==> config.mk <==
export PLATFORM = sky130hd
export DESIGN_NAME = line_rasterizer_with_depth
export DESIGN_NICKNAME = d
export VERILOG_FILES = /design/src/rtl/lrd_pkg.sv /design/src/rtl/line_rasterizer_with_depth.sv
export SDC_FILE = /design/constraint.sdc
export NUM_CORES = 2
export LEC_CHECK = 0
export CAP_MARGIN = 15
export CORE_MARGIN = 5
export CORE_UTILIZATION = 56
export CTS_CLUSTER_SIZE = 12
export DETAILED_ROUTE_END_ITERATION = 7
export DONT_BUFFER_PORTS = 1
export PLACE_DENSITY = 0.71
export SLEW_MARGIN = 40
export SYNTH_ARGS = -nofsm -noshare
export SYNTH_HDL_FRONTEND = slang
export SYNTH_SLANG_ARGS = --single-unit
==> constraint.sdc <==
create_clock -name clock -period 16.8 [get_ports clock]
set_clock_uncertainty 0.2 [all_clocks]
set_input_delay 2.52 -clock clock [delete_from_list [all_inputs] [get_ports clock]]
set_output_delay 2.52 -clock clock [all_outputs]
set_load 0.005 [all_outputs]
==> src/rtl/lrd_pkg.sv <==
`timescale 1ns / 1ps
`default_nettype none

package lrd_pkg;

   // Configuration register indexes.
   localparam int CSR_INDEX_W = 2;
   localparam logic [CSR_INDEX_W-1:0] CSR_SCREEN_WIDTH  = 2'd0;
   localparam logic [CSR_INDEX_W-1:0] CSR_SCREEN_HEIGHT = 2'd1;

   // Input item kinds carried in req_tuser.
   localparam logic FUNC_LOAD = 1'b0;
   localparam logic FUNC_STEP = 1'b1;

   typedef enum logic [4:0] {
      S_IDLE  = 5'b00001,
      S_SETUP = 5'b00010,
      S_MUL   = 5'b00100,
      S_DIV   = 5'b01000,
      S_OUT   = 5'b10000
   } state_type;

endpackage

`default_nettype wire

==> src/rtl/line_rasterizer_with_depth.sv <==
`timescale 1ns / 1ps
`default_nettype none

// Line rasterizer with depth. On a load transfer (req_tuser = 0), the transfer
// cycle orders the endpoints by row, S_SETUP sets up the Bresenham terms, and
// S_MUL forms the depth numerator base * span with a single multiplier. A step
// transfer (req_tuser = 1) passes through the transfer cycle, then S_DIV with
// one restoring-divider iteration per depth bit (2 + DEPTH_FRAC_BITS), then
// S_OUT, which waits for the output register to be free, writes the fragment to
// it and advances the line. The restoring divider produces one quotient bit per
// cycle. req_tready is low while an item is in progress, and the output register
// lets the next item start while a fragment still waits on rsp. A step when no
// segment is active produces no fragment; a load with equal endpoints leaves no
// segment active.
module line_rasterizer_with_depth #(
   parameter int COORD_BITS      = 12,
   parameter int DEPTH_FRAC_BITS = 14,
   localparam int DEPTH_BITS     = DEPTH_FRAC_BITS + 2,
   localparam int REQ_BITS       = 4 * COORD_BITS + 2 * DEPTH_BITS,
   localparam int REQ_DATA_W     = ((REQ_BITS + 7) / 8) * 8,
   localparam int RSP_BITS       = 2 * COORD_BITS + DEPTH_BITS,
   localparam int RSP_DATA_W     = ((RSP_BITS + 7) / 8) * 8
) (
   input  wire logic                               clock,
   input  wire logic                               reset,
   input  wire logic                               req_tvalid,
   output logic                                    req_tready,
   // start_x, start_y, end_x, end_y, start_depth, end_depth, zero fill
   input  wire logic [REQ_DATA_W-1:0]              req_tdata,
   // func
   input  wire logic                               req_tuser,
   output logic                                    rsp_tvalid,
   input  wire logic                               rsp_tready,
   // pixel_x, pixel_y, depth, zero fill
   output logic [RSP_DATA_W-1:0]                   rsp_tdata,
   // on_screen
   output logic                                    rsp_tuser,
   output logic                                    rsp_tlast,
   input  wire logic                               csr_valid,
   output logic                                    csr_ready,
   input  wire logic [lrd_pkg::CSR_INDEX_W-1:0]    csr_index,
   input  wire logic [COORD_BITS-1:0]              csr_data
);
   import lrd_pkg::*;

   localparam int C      = COORD_BITS;
   localparam int D      = DEPTH_BITS;
   localparam int ERR_W  = C + 3;
   localparam int NUM_W  = D + C + 1;
   localparam int CNT_W  = $clog2(D);
   localparam logic [C-1:0] SCREEN_RESET = C'(1024);

   state_type state_ff, state_in;

   logic [C-1:0]         width_ff, width_in;
   logic [C-1:0]         height_ff, height_in;

   logic signed [C-1:0]  col_ff, col_in;
   logic signed [C-1:0]  row_ff, row_in;
   logic signed [C:0]    dx_ff, dx_in;
   logic signed [C:0]    dy_ff, dy_in;
   logic signed [ERR_W-1:0] err_ff, err_in;
   logic [C-1:0]         step_ff, step_in;
   logic [C-1:0]         major_ff, major_in;
   logic [C-1:0]         minor_ff, minor_in;
   logic                 x_major_ff, x_major_in;
   logic                 col_neg_ff, col_neg_in;
   logic                 row_neg_ff, row_neg_in;
   logic signed [D-1:0]  depth_base_ff, depth_base_in;
   logic signed [D:0]    depth_delta_ff, depth_delta_in;
   logic                 busy_ff, busy_in;

   logic signed [NUM_W-1:0] num_ff, num_in;
   logic [C-1:0]         rem_ff, rem_in;
   logic [D-1:0]         quo_ff, quo_in;
   logic                 div_neg_ff, div_neg_in;
   logic [CNT_W-1:0]     cnt_ff, cnt_in;

   logic                 rsp_valid_ff, rsp_valid_in;
   logic [C-1:0]         rsp_x_ff, rsp_x_in;
   logic [C-1:0]         rsp_y_ff, rsp_y_in;
   logic [D-1:0]         rsp_z_ff, rsp_z_in;
   logic                 rsp_on_ff, rsp_on_in;
   logic                 rsp_last_ff, rsp_last_in;

   // Input fields.
   logic signed [C-1:0]  a_x, a_y, b_x, b_y;
   logic signed [D-1:0]  a_z, b_z;
   logic                 req_fire;
   logic                 a_first;

   // Setup terms.
   logic [C:0]           adx, ady;
   logic                 x_major_w;
   logic [C-1:0]         major_w, minor_w;

   // Divider step.
   logic [NUM_W-1:0]     num_mag;
   logic [C:0]           div_trial;
   logic [C:0]           div_diff;
   logic                 div_ge;

   // Fragment output and line advance.
   logic                 out_free;
   logic                 on_w, fin_w, step_minor;
   logic                 col_inc, row_inc;

   assign a_x = req_tdata[0*C +: C];
   assign a_y = req_tdata[1*C +: C];
   assign b_x = req_tdata[2*C +: C];
   assign b_y = req_tdata[3*C +: C];
   assign a_z = req_tdata[4*C +: D];
   assign b_z = req_tdata[4*C+D +: D];

   assign req_tready = (state_ff == S_IDLE);
   assign req_fire   = req_tvalid && req_tready;
   assign a_first    = a_y < b_y;

   assign csr_ready  = 1'b1;

   assign adx       = dx_ff[C] ? -dx_ff : dx_ff;
   assign ady       = dy_ff[C] ? -dy_ff : dy_ff;
   assign x_major_w = ady < adx;
   assign major_w   = x_major_w ? adx[C-1:0] : ady[C-1:0];
   assign minor_w   = x_major_w ? ady[C-1:0] : adx[C-1:0];

   assign num_mag   = num_ff[NUM_W-1] ? -num_ff : num_ff;
   assign div_trial = {rem_ff, quo_ff[D-1]};
   assign div_diff  = div_trial - {1'b0, major_ff};
   assign div_ge    = div_trial >= {1'b0, major_ff};

   assign out_free   = !rsp_valid_ff || rsp_tready;
   assign on_w       = !col_ff[C-1] && !row_ff[C-1] &&
                       (col_ff < width_ff) && (row_ff < height_ff);
   assign fin_w      = step_ff == (major_ff - C'(1));
   assign step_minor = !err_ff[ERR_W-1] && (err_ff != '0);
   assign col_inc    = x_major_ff || step_minor;
   assign row_inc    = !x_major_ff || step_minor;

   always_comb begin
      state_in       = state_ff;
      width_in       = width_ff;
      height_in      = height_ff;
      col_in         = col_ff;
      row_in         = row_ff;
      dx_in          = dx_ff;
      dy_in          = dy_ff;
      err_in         = err_ff;
      step_in        = step_ff;
      major_in       = major_ff;
      minor_in       = minor_ff;
      x_major_in     = x_major_ff;
      col_neg_in     = col_neg_ff;
      row_neg_in     = row_neg_ff;
      depth_base_in  = depth_base_ff;
      depth_delta_in = depth_delta_ff;
      busy_in        = busy_ff;
      num_in         = num_ff;
      rem_in         = rem_ff;
      quo_in         = quo_ff;
      div_neg_in     = div_neg_ff;
      cnt_in         = cnt_ff;
      rsp_valid_in   = rsp_valid_ff && !rsp_tready;
      rsp_x_in       = rsp_x_ff;
      rsp_y_in       = rsp_y_ff;
      rsp_z_in       = rsp_z_ff;
      rsp_on_in      = rsp_on_ff;
      rsp_last_in    = rsp_last_ff;

      if (csr_valid && csr_ready) begin
         case (csr_index)
            CSR_SCREEN_WIDTH:  width_in  = csr_data;
            CSR_SCREEN_HEIGHT: height_in = csr_data;
            default: ;
         endcase
      end

      case (state_ff)
         S_IDLE: begin
            if (req_fire) begin
               if (req_tuser == FUNC_LOAD) begin
                  // Start from the endpoint with the lower row; a tie starts at the second.
                  col_in         = a_first ? a_x : b_x;
                  row_in         = a_first ? a_y : b_y;
                  dx_in          = a_first ? ((C+1)'(b_x) - (C+1)'(a_x))
                                           : ((C+1)'(a_x) - (C+1)'(b_x));
                  dy_in          = a_first ? ((C+1)'(b_y) - (C+1)'(a_y))
                                           : ((C+1)'(a_y) - (C+1)'(b_y));
                  depth_base_in  = a_first ? a_z : b_z;
                  depth_delta_in = a_first ? ((D+1)'(b_z) - (D+1)'(a_z))
                                           : ((D+1)'(a_z) - (D+1)'(b_z));
                  step_in        = '0;
                  busy_in        = 1'b0;
                  state_in       = S_SETUP;
               end else if (busy_ff) begin
                  // The divider needs num / span < 2^D, which holds because the
                  // interpolated depth lies between the endpoint depths.
                  rem_in     = num_mag[D +: C];
                  quo_in     = num_mag[D-1:0];
                  div_neg_in = num_ff[NUM_W-1];
                  cnt_in     = CNT_W'(D - 1);
                  state_in   = S_DIV;
               end
            end
         end
         S_SETUP: begin
            col_neg_in = dx_ff[C];
            row_neg_in = dy_ff[C];
            x_major_in = x_major_w;
            major_in   = major_w;
            minor_in   = minor_w;
            err_in     = $signed(ERR_W'({minor_w, 1'b0}) - ERR_W'(major_w));
            state_in   = S_MUL;
         end
         S_MUL: begin
            num_in   = NUM_W'(depth_base_ff) * NUM_W'($signed({1'b0, major_ff}));
            busy_in  = major_ff != '0;
            state_in = S_IDLE;
         end
         S_DIV: begin
            rem_in = div_ge ? div_diff[C-1:0] : div_trial[C-1:0];
            quo_in = {quo_ff[D-2:0], div_ge};
            cnt_in = cnt_ff - CNT_W'(1);
            if (cnt_ff == '0) begin
               state_in = S_OUT;
            end
         end
         S_OUT: begin
            if (out_free) begin
               rsp_valid_in = 1'b1;
               rsp_x_in     = col_ff;
               rsp_y_in     = row_ff;
               rsp_z_in     = div_neg_ff ? -quo_ff : quo_ff;
               rsp_on_in    = on_w;
               rsp_last_in  = fin_w;

               if (col_inc) begin
                  col_in = col_neg_ff ? col_ff - C'(1) : col_ff + C'(1);
               end
               if (row_inc) begin
                  row_in = row_neg_ff ? row_ff - C'(1) : row_ff + C'(1);
               end
               err_in  = err_ff + $signed(ERR_W'({minor_ff, 1'b0}))
                         - (step_minor ? $signed(ERR_W'({major_ff, 1'b0})) : $signed(ERR_W'(0)));
               num_in  = num_ff + NUM_W'(depth_delta_ff);
               step_in = step_ff + C'(1);
               if (fin_w) begin
                  busy_in = 1'b0;
               end
               state_in = S_IDLE;
            end
         end
         default: begin
            state_in = S_IDLE;
         end
      endcase
   end

   always_ff @(posedge clock) begin
      if (reset) begin
         state_ff       <= S_IDLE;
         width_ff       <= SCREEN_RESET;
         height_ff      <= SCREEN_RESET;
         col_ff         <= '0;
         row_ff         <= '0;
         err_ff         <= '0;
         step_ff        <= '0;
         major_ff       <= '0;
         minor_ff       <= '0;
         x_major_ff     <= 1'b0;
         col_neg_ff     <= 1'b0;
         row_neg_ff     <= 1'b0;
         depth_base_ff  <= '0;
         depth_delta_ff <= '0;
         busy_ff        <= 1'b0;
         num_ff         <= '0;
         rsp_valid_ff   <= 1'b0;
      end else begin
         state_ff       <= state_in;
         width_ff       <= width_in;
         height_ff      <= height_in;
         col_ff         <= col_in;
         row_ff         <= row_in;
         err_ff         <= err_in;
         step_ff        <= step_in;
         major_ff       <= major_in;
         minor_ff       <= minor_in;
         x_major_ff     <= x_major_in;
         col_neg_ff     <= col_neg_in;
         row_neg_ff     <= row_neg_in;
         depth_base_ff  <= depth_base_in;
         depth_delta_ff <= depth_delta_in;
         busy_ff        <= busy_in;
         num_ff         <= num_in;
         rsp_valid_ff   <= rsp_valid_in;
      end
   end

   always_ff @(posedge clock) begin
      dx_ff       <= dx_in;
      dy_ff       <= dy_in;
      rem_ff      <= rem_in;
      quo_ff      <= quo_in;
      div_neg_ff  <= div_neg_in;
      cnt_ff      <= cnt_in;
      rsp_x_ff    <= rsp_x_in;
      rsp_y_ff    <= rsp_y_in;
      rsp_z_ff    <= rsp_z_in;
      rsp_on_ff   <= rsp_on_in;
      rsp_last_ff <= rsp_last_in;
   end

   assign rsp_tvalid = rsp_valid_ff;
   assign rsp_tdata  = RSP_DATA_W'({rsp_z_ff, rsp_y_ff, rsp_x_ff});
   assign rsp_tuser  = rsp_on_ff;
   assign rsp_tlast  = rsp_last_ff;

endmodule

`default_nettype wire

# Yosys cells after proc, flatten, opt, wreduce, memory -nomap -nowiden

Cells that the tools add are included.

Mux-type cells: 59
Add/subtract/negate cells: 22
Shift-type cells: 0
Divide/modulo/power cells: 0
Bitwise logic cells: 1
Equal/unequal tests: 17
Multipliers: 1
Magnitude comparators: 5
Reduce and logical (&&, ||, !) cells: 37

Operators with widths:

| operator                                                              | count |
|---|---|
| 12-bit 2-to-1 mux                                                     | 21 |
| 12-bit one-hot mux with 2 select lines                                | 4 |
| 16-bit 2-to-1 mux                                                     | 5 |
| 13-bit 2-to-1 mux                                                     | 5 |
| 29-bit one-hot mux with 2 select lines                                | 1 |
| 12-bit by 12-bit subtractor with 13-bit output                        | 4 |
| 12-bit less-than comparator                                           | 3 |
| 16-bit by 16-bit subtractor with 17-bit output                        | 2 |
| 16-bit one-hot mux with 2 select lines                                | 1 |
| 15-bit one-hot mux with 2 select lines                                | 1 |
| 29-bit by 17-bit adder with 29-bit output                             | 1 |
| 16-bit by 13-bit multiplier with 29-bit output                        | 1 |
| 29-bit 2-to-1 mux                                                     | 1 |
| 28-bit 2-to-1 mux                                                     | 1 |
| 28-bit negator                                                        | 1 |
| 13-bit negator                                                        | 2 |
| 5-bit 2-to-1 mux                                                      | 5 |
| 12-bit by 2-bit adder with 12-bit output (second input constant)      | 2 |
| 12-bit by 2-bit subtractor with 12-bit output (second input constant) | 2 |
| 5-bit one-hot mux with 4 select lines                                 | 1 |
| 17-bit 2-to-1 mux                                                     | 1 |
| 16-bit negator                                                        | 1 |
| 4-bit AND reduction                                                   | 4 |
| 15-bit by 14-bit adder with 15-bit output                             | 1 |
| 36 further kinds                                                      | 71 |

Bits in read-only memories: 0
Register bits: 272
Input port bits: 100
Memories kept: 0
Bits in latches: 0
Bits in writable memories: 0

# Depth between registers and ports, before layout

Depth after elaboration: 6
Depth in mapped cells: 27
Gate-level depth less buffers: 26

# Least setup slack after synthesis

No wires, ideal clock.

Path kind: register -> register
Start point: reg major_ff[6]
End point: reg num_ff[27]
Cell stages (with the launch flop): 22
Path slack: 10,681 ps
Arrival time: 5,804 ps
Setup time: 115 ps
Required time: 16,485 ps
Period minus slack after synthesis: 6,119 ps
Path buffers: 2
Path through: dfxtp_1 > clkbuf_1 > clkbuf_1 > nand2_1 > fa_1 > fa_1 > fa_1 > inv_1 > fa_1 > inv_1 > fa_1 > inv_1 > ha_1 > nand3_1 > or4_1 > nand2_1 > o21ai_0 > o21ai_0 > a31oi_1 > o21bai_1 > xnor2_1 > a2111oi_0

Longest elaborated chain between the ends: 2

RTL lines:

| item                                           | line                              | source |
|---|---|---|
| start: declaration                             | line_rasterizer_with_depth.sv:64  | `logic [C-1:0] major_ff, major_in;` |
| start signal: assignment                       | line_rasterizer_with_depth.sv:286 | `major_ff <= major_in;` |
| 16-bit by 13-bit multiplier with 29-bit output | line_rasterizer_with_depth.sv:216 | `num_in = NUM_W'(depth_base_ff) * NUM_W'($signed({1'b0, major_ff}));` |
| 29-bit one-hot mux with 2 select lines         | line_rasterizer_with_depth.sv:178 | `case (state_ff)` |
| end signal: assignment                         | line_rasterizer_with_depth.sv:294 | `num_ff <= num_in;` |
| end: declaration                               | line_rasterizer_with_depth.sv:73  | `logic signed [NUM_W-1:0] num_ff, num_in;` |

Every way passes these cells.
A chain may end at the register's enable or synchronous reset.

# Final worst setup path

Same ends and word-level chain as after synthesis.

==> qor.csv <==
metric;value;unit
PwrDens;74.9;nW/um2
cts bufs inserted;35;
vias in the first global route;23800;
H-tree depth;2;
Multi-input gate area;19500;um2
Starting Density;56.5;%
crit end category;register;
area of the die;55100;um2
Worst EP arrival;6.87;ns
design area;30000;um2
post-route ant nets;0;
post-DR wirelength/cell;19.4;um
total power;2.24;mW
Hold Buf Count CTS;0;
RSZ-0062 raised after global routing;false;
Slew Limit Fails;0;
vias per inst;5.86;
IO Port Bufs;0;
Clock Latency Late Sink;0.55;ns
status;finished clean;
initial antenna violation count;1;
Resize count post-CTS;0;
Worst Max-Slew Pin Slew;0.921;ns
Area after DPL;28800;um2
Hold Worst Slack;0.251;ns
sequential share of the synthesized area;22.8;%
#FFs+latches synth;272;
Via Count;23500;
grt ovf;0;
Clock Pin Slew Worst Setup and Hold Paths;0.06;ns
Final period util;39.6;%
required time of the worst setup path;17.02;ns
endpoints failing setup;0;
core footprint;50100;um2
pin count of the biggest net entering global routing;152;
RePlAce Congestion;0.921;
initial drt markers;1842;
std cell rows;82;
Final Net Count;3882;
Cell Area, Synth;28300;um2
Fmax achieved;150;MHz
Final min period;6.65;ns
Yosys warning count;0;
postcts setup bufs;0;
Post-Syn Instances;3398;
Synth Flop Type;dfxtp_1;
final count of hold timing violations;0;
TritonCTS clock tree;yes;
die height;235;um
n_diodes;0;
overall global routing resource usage;27.5;%
critical path startpoint category;register;
Residual DRC;0;
WS Path Type;reg -> reg;
register area;6460;um2
DP HPWL;60500;um
ratio of cells with drive above 1 in the final layout;3.87;%
CP max FO;20;
Peak supply drop;69.1;uV
Yosys cell types;82;
clk root buf;clkbuf_16;
worst hold-check path type;reg -> reg;
Synth async-reset ratio;0;%
Net Count, Synth;3972;
setup TNS;0;ns
slew margin rel.;38.1;%
Area Overhead vs Synth;5.94;%
clk sink count;272;
width of the die;235;um
first-pass iteration count of the detailed router;6;
Max-Cap Viols;0;
CTS max path bufs;3;
number of synthesized flops with an enable pin;101;
syn_area_per_cell;8.33;um2
fill count;4454;
leakage power;13.6;nW
first-pass GRT wire length;125000;um
Worst R2R Setup Slack;10.15;ns
final WL;77900;um
IO Pins;145;
synth_stat cells, types with 91 or more instances:
master	count	area [um2]
xor2_1	91	797
dfxtp_1	171	3420
nor2_1	221	830
inv_1	490	1840
fa_1	202	4040
a21oi_1	227	1140
o21ai_0	158	791
xnor2_1	124	1090
nand2_1	380	1430
and2_1	110	688
clkbuf_1	123	462
edfxtp_1	101	3030
ha_1	272	3400
report_power, final:
group	leakage, nW	switching [mW]	total (mW)	internal [mW]
Clock	0.575	0.304	0.767	0.463
Sequential	2.30	0.0578	0.778	0.720
Combinational	10.7	0.413	0.699	0.287
layout make-up:
type                            instances  share of cell area [%]
Tap cell                              672                    2.80
Inverter                              491                    6.15
Multi-Input combinational cell       2489                    65.0
Clock inverter                         17                   0.522
Timing Repair Buffer                   19                   0.501
Clock buffer                           47                    3.42
Sequential cell                       272                    21.6
registers in the layout, indices dropped and copies added, names as in the netlist, 4 cells and up:
register	cells
width_ff	12
cnt_ff	4
rsp_y_ff	12
depth_base_ff	16
err_ff	15
rem_ff	12
minor_ff	12
state_ff	5
major_ff	12
col_ff	12
dy_ff	13
rsp_z_ff	16
depth_delta_ff	17
num_ff	29
step_ff	12
quo_ff	16
height_ff	12
dx_ff	13
row_ff	12
rsp_x_ff	12
final timing paths:
kind | startpoint | end | cells after the start
min | minor_ff[2] | minor_ff[2] | 2
max | major_ff[6] | num_ff[27] | 19
min reg2reg | minor_ff[2] | minor_ff[2] | 2
max reg2reg | major_ff[6] | num_ff[27] | 19
critical path, stage by stage, from the launching register on:
cell and delay (ns):
dfxtp_1 0.86, nand2_1 0.18, fa_1 0.59, fa_1 0.44
fa_1 0.50, inv_1 0.06, fa_1 0.53, inv_1 0.06
fa_1 0.53, inv_1 0.04, ha_1 0.36, nand3_1 0.11
or4_1 0.50, nand2_1 0.08, o21ai_0 0.14, o21ai_0 0.42
a31oi_1 0.25, o21bai_1 0.21, xnor2_1 0.08, a2111oi_0 0.38
layout by cell type, fill, tap and decap left out, types with 8 or more instances in the layout:
cell	netlist	layout
a211o_1	14	14
mux2_2	12	12
nand2_1	380	379
xnor2_1	124	124
a211oi_1	68	68
nor2_1	221	217
buf_4	1	17
and2_1	110	110
o211ai_1	13	13
nor3_1	60	60
a31oi_1	23	23
and3_1	13	12
a21oi_1	227	227
a21boi_0	9	9
xor2_1	91	91
o21ai_0	158	158
edfxtp_1	101	101
fa_1	202	202
o21a_1	24	24
ha_1	272	272
a22o_1	12	12
o21bai_1	25	25
or4_1	9	9
dfxtp_1	171	165
o31ai_1	18	18
mux2i_1	43	43
nand4_1	16	16
a221oi_1	8	8
nand3_1	41	40
or3_1	21	21
nand2b_1	30	30
a21o_1	61	61
a311oi_1	28	28
nor4_1	13	13
inv_1	490	489
nor2b_1	36	35
o41ai_1	13	13
clkbuf_16	0	39
per-layer routing:
| layer | vias to the layer above | global-route usage (%) | share of wire, % |
|---|---|---|---|
| met2 | 807 | 45.1 | 45 |
| met1 | 11300 | 36.0 | 43 |
| li1 | 11300 | - | - |
| met4 | 0 | 9.25 | 3.6 |
| met3 | 149 | 6.40 | 8.3 |
| met5 | - | 0 | 0 |
stage by stage:
| stage | instances | setup WS (ns) | utilization [%] |
|---|---|---|---|
| 2_1_floorplan | 3398 | 10.68 | - |
| 3_3_place_gp | 3943 | 10.25 | 57.4 |
| 3_5_place_dp | 3943 | 10.15 | 57.5 |
| 4_1_cts | 4007 | 10.09 | 59.8 |
| 5_1_grt | 4007 | 9.67 | 59.9 |
| 6_report | 4007 | 10.15 | 59.9 |
cell families after synthesis:
kind of cell | count (synthesis) | share of synthesized area (%)
muxes | 56 | 2.08
buffers and inverters | 637 | 8.49
DFF | 272 | 22.8
and+or+nand+nor | 990 | 16.5
xor gates and xnor gates | 215 | 6.66
other | 1 | 0.0133
adders and majority gates | 474 | 26.3
AOI/OAI and AO/OA | 753 | 17.2
Note: power is estimated with default switching activity, not from simulation.
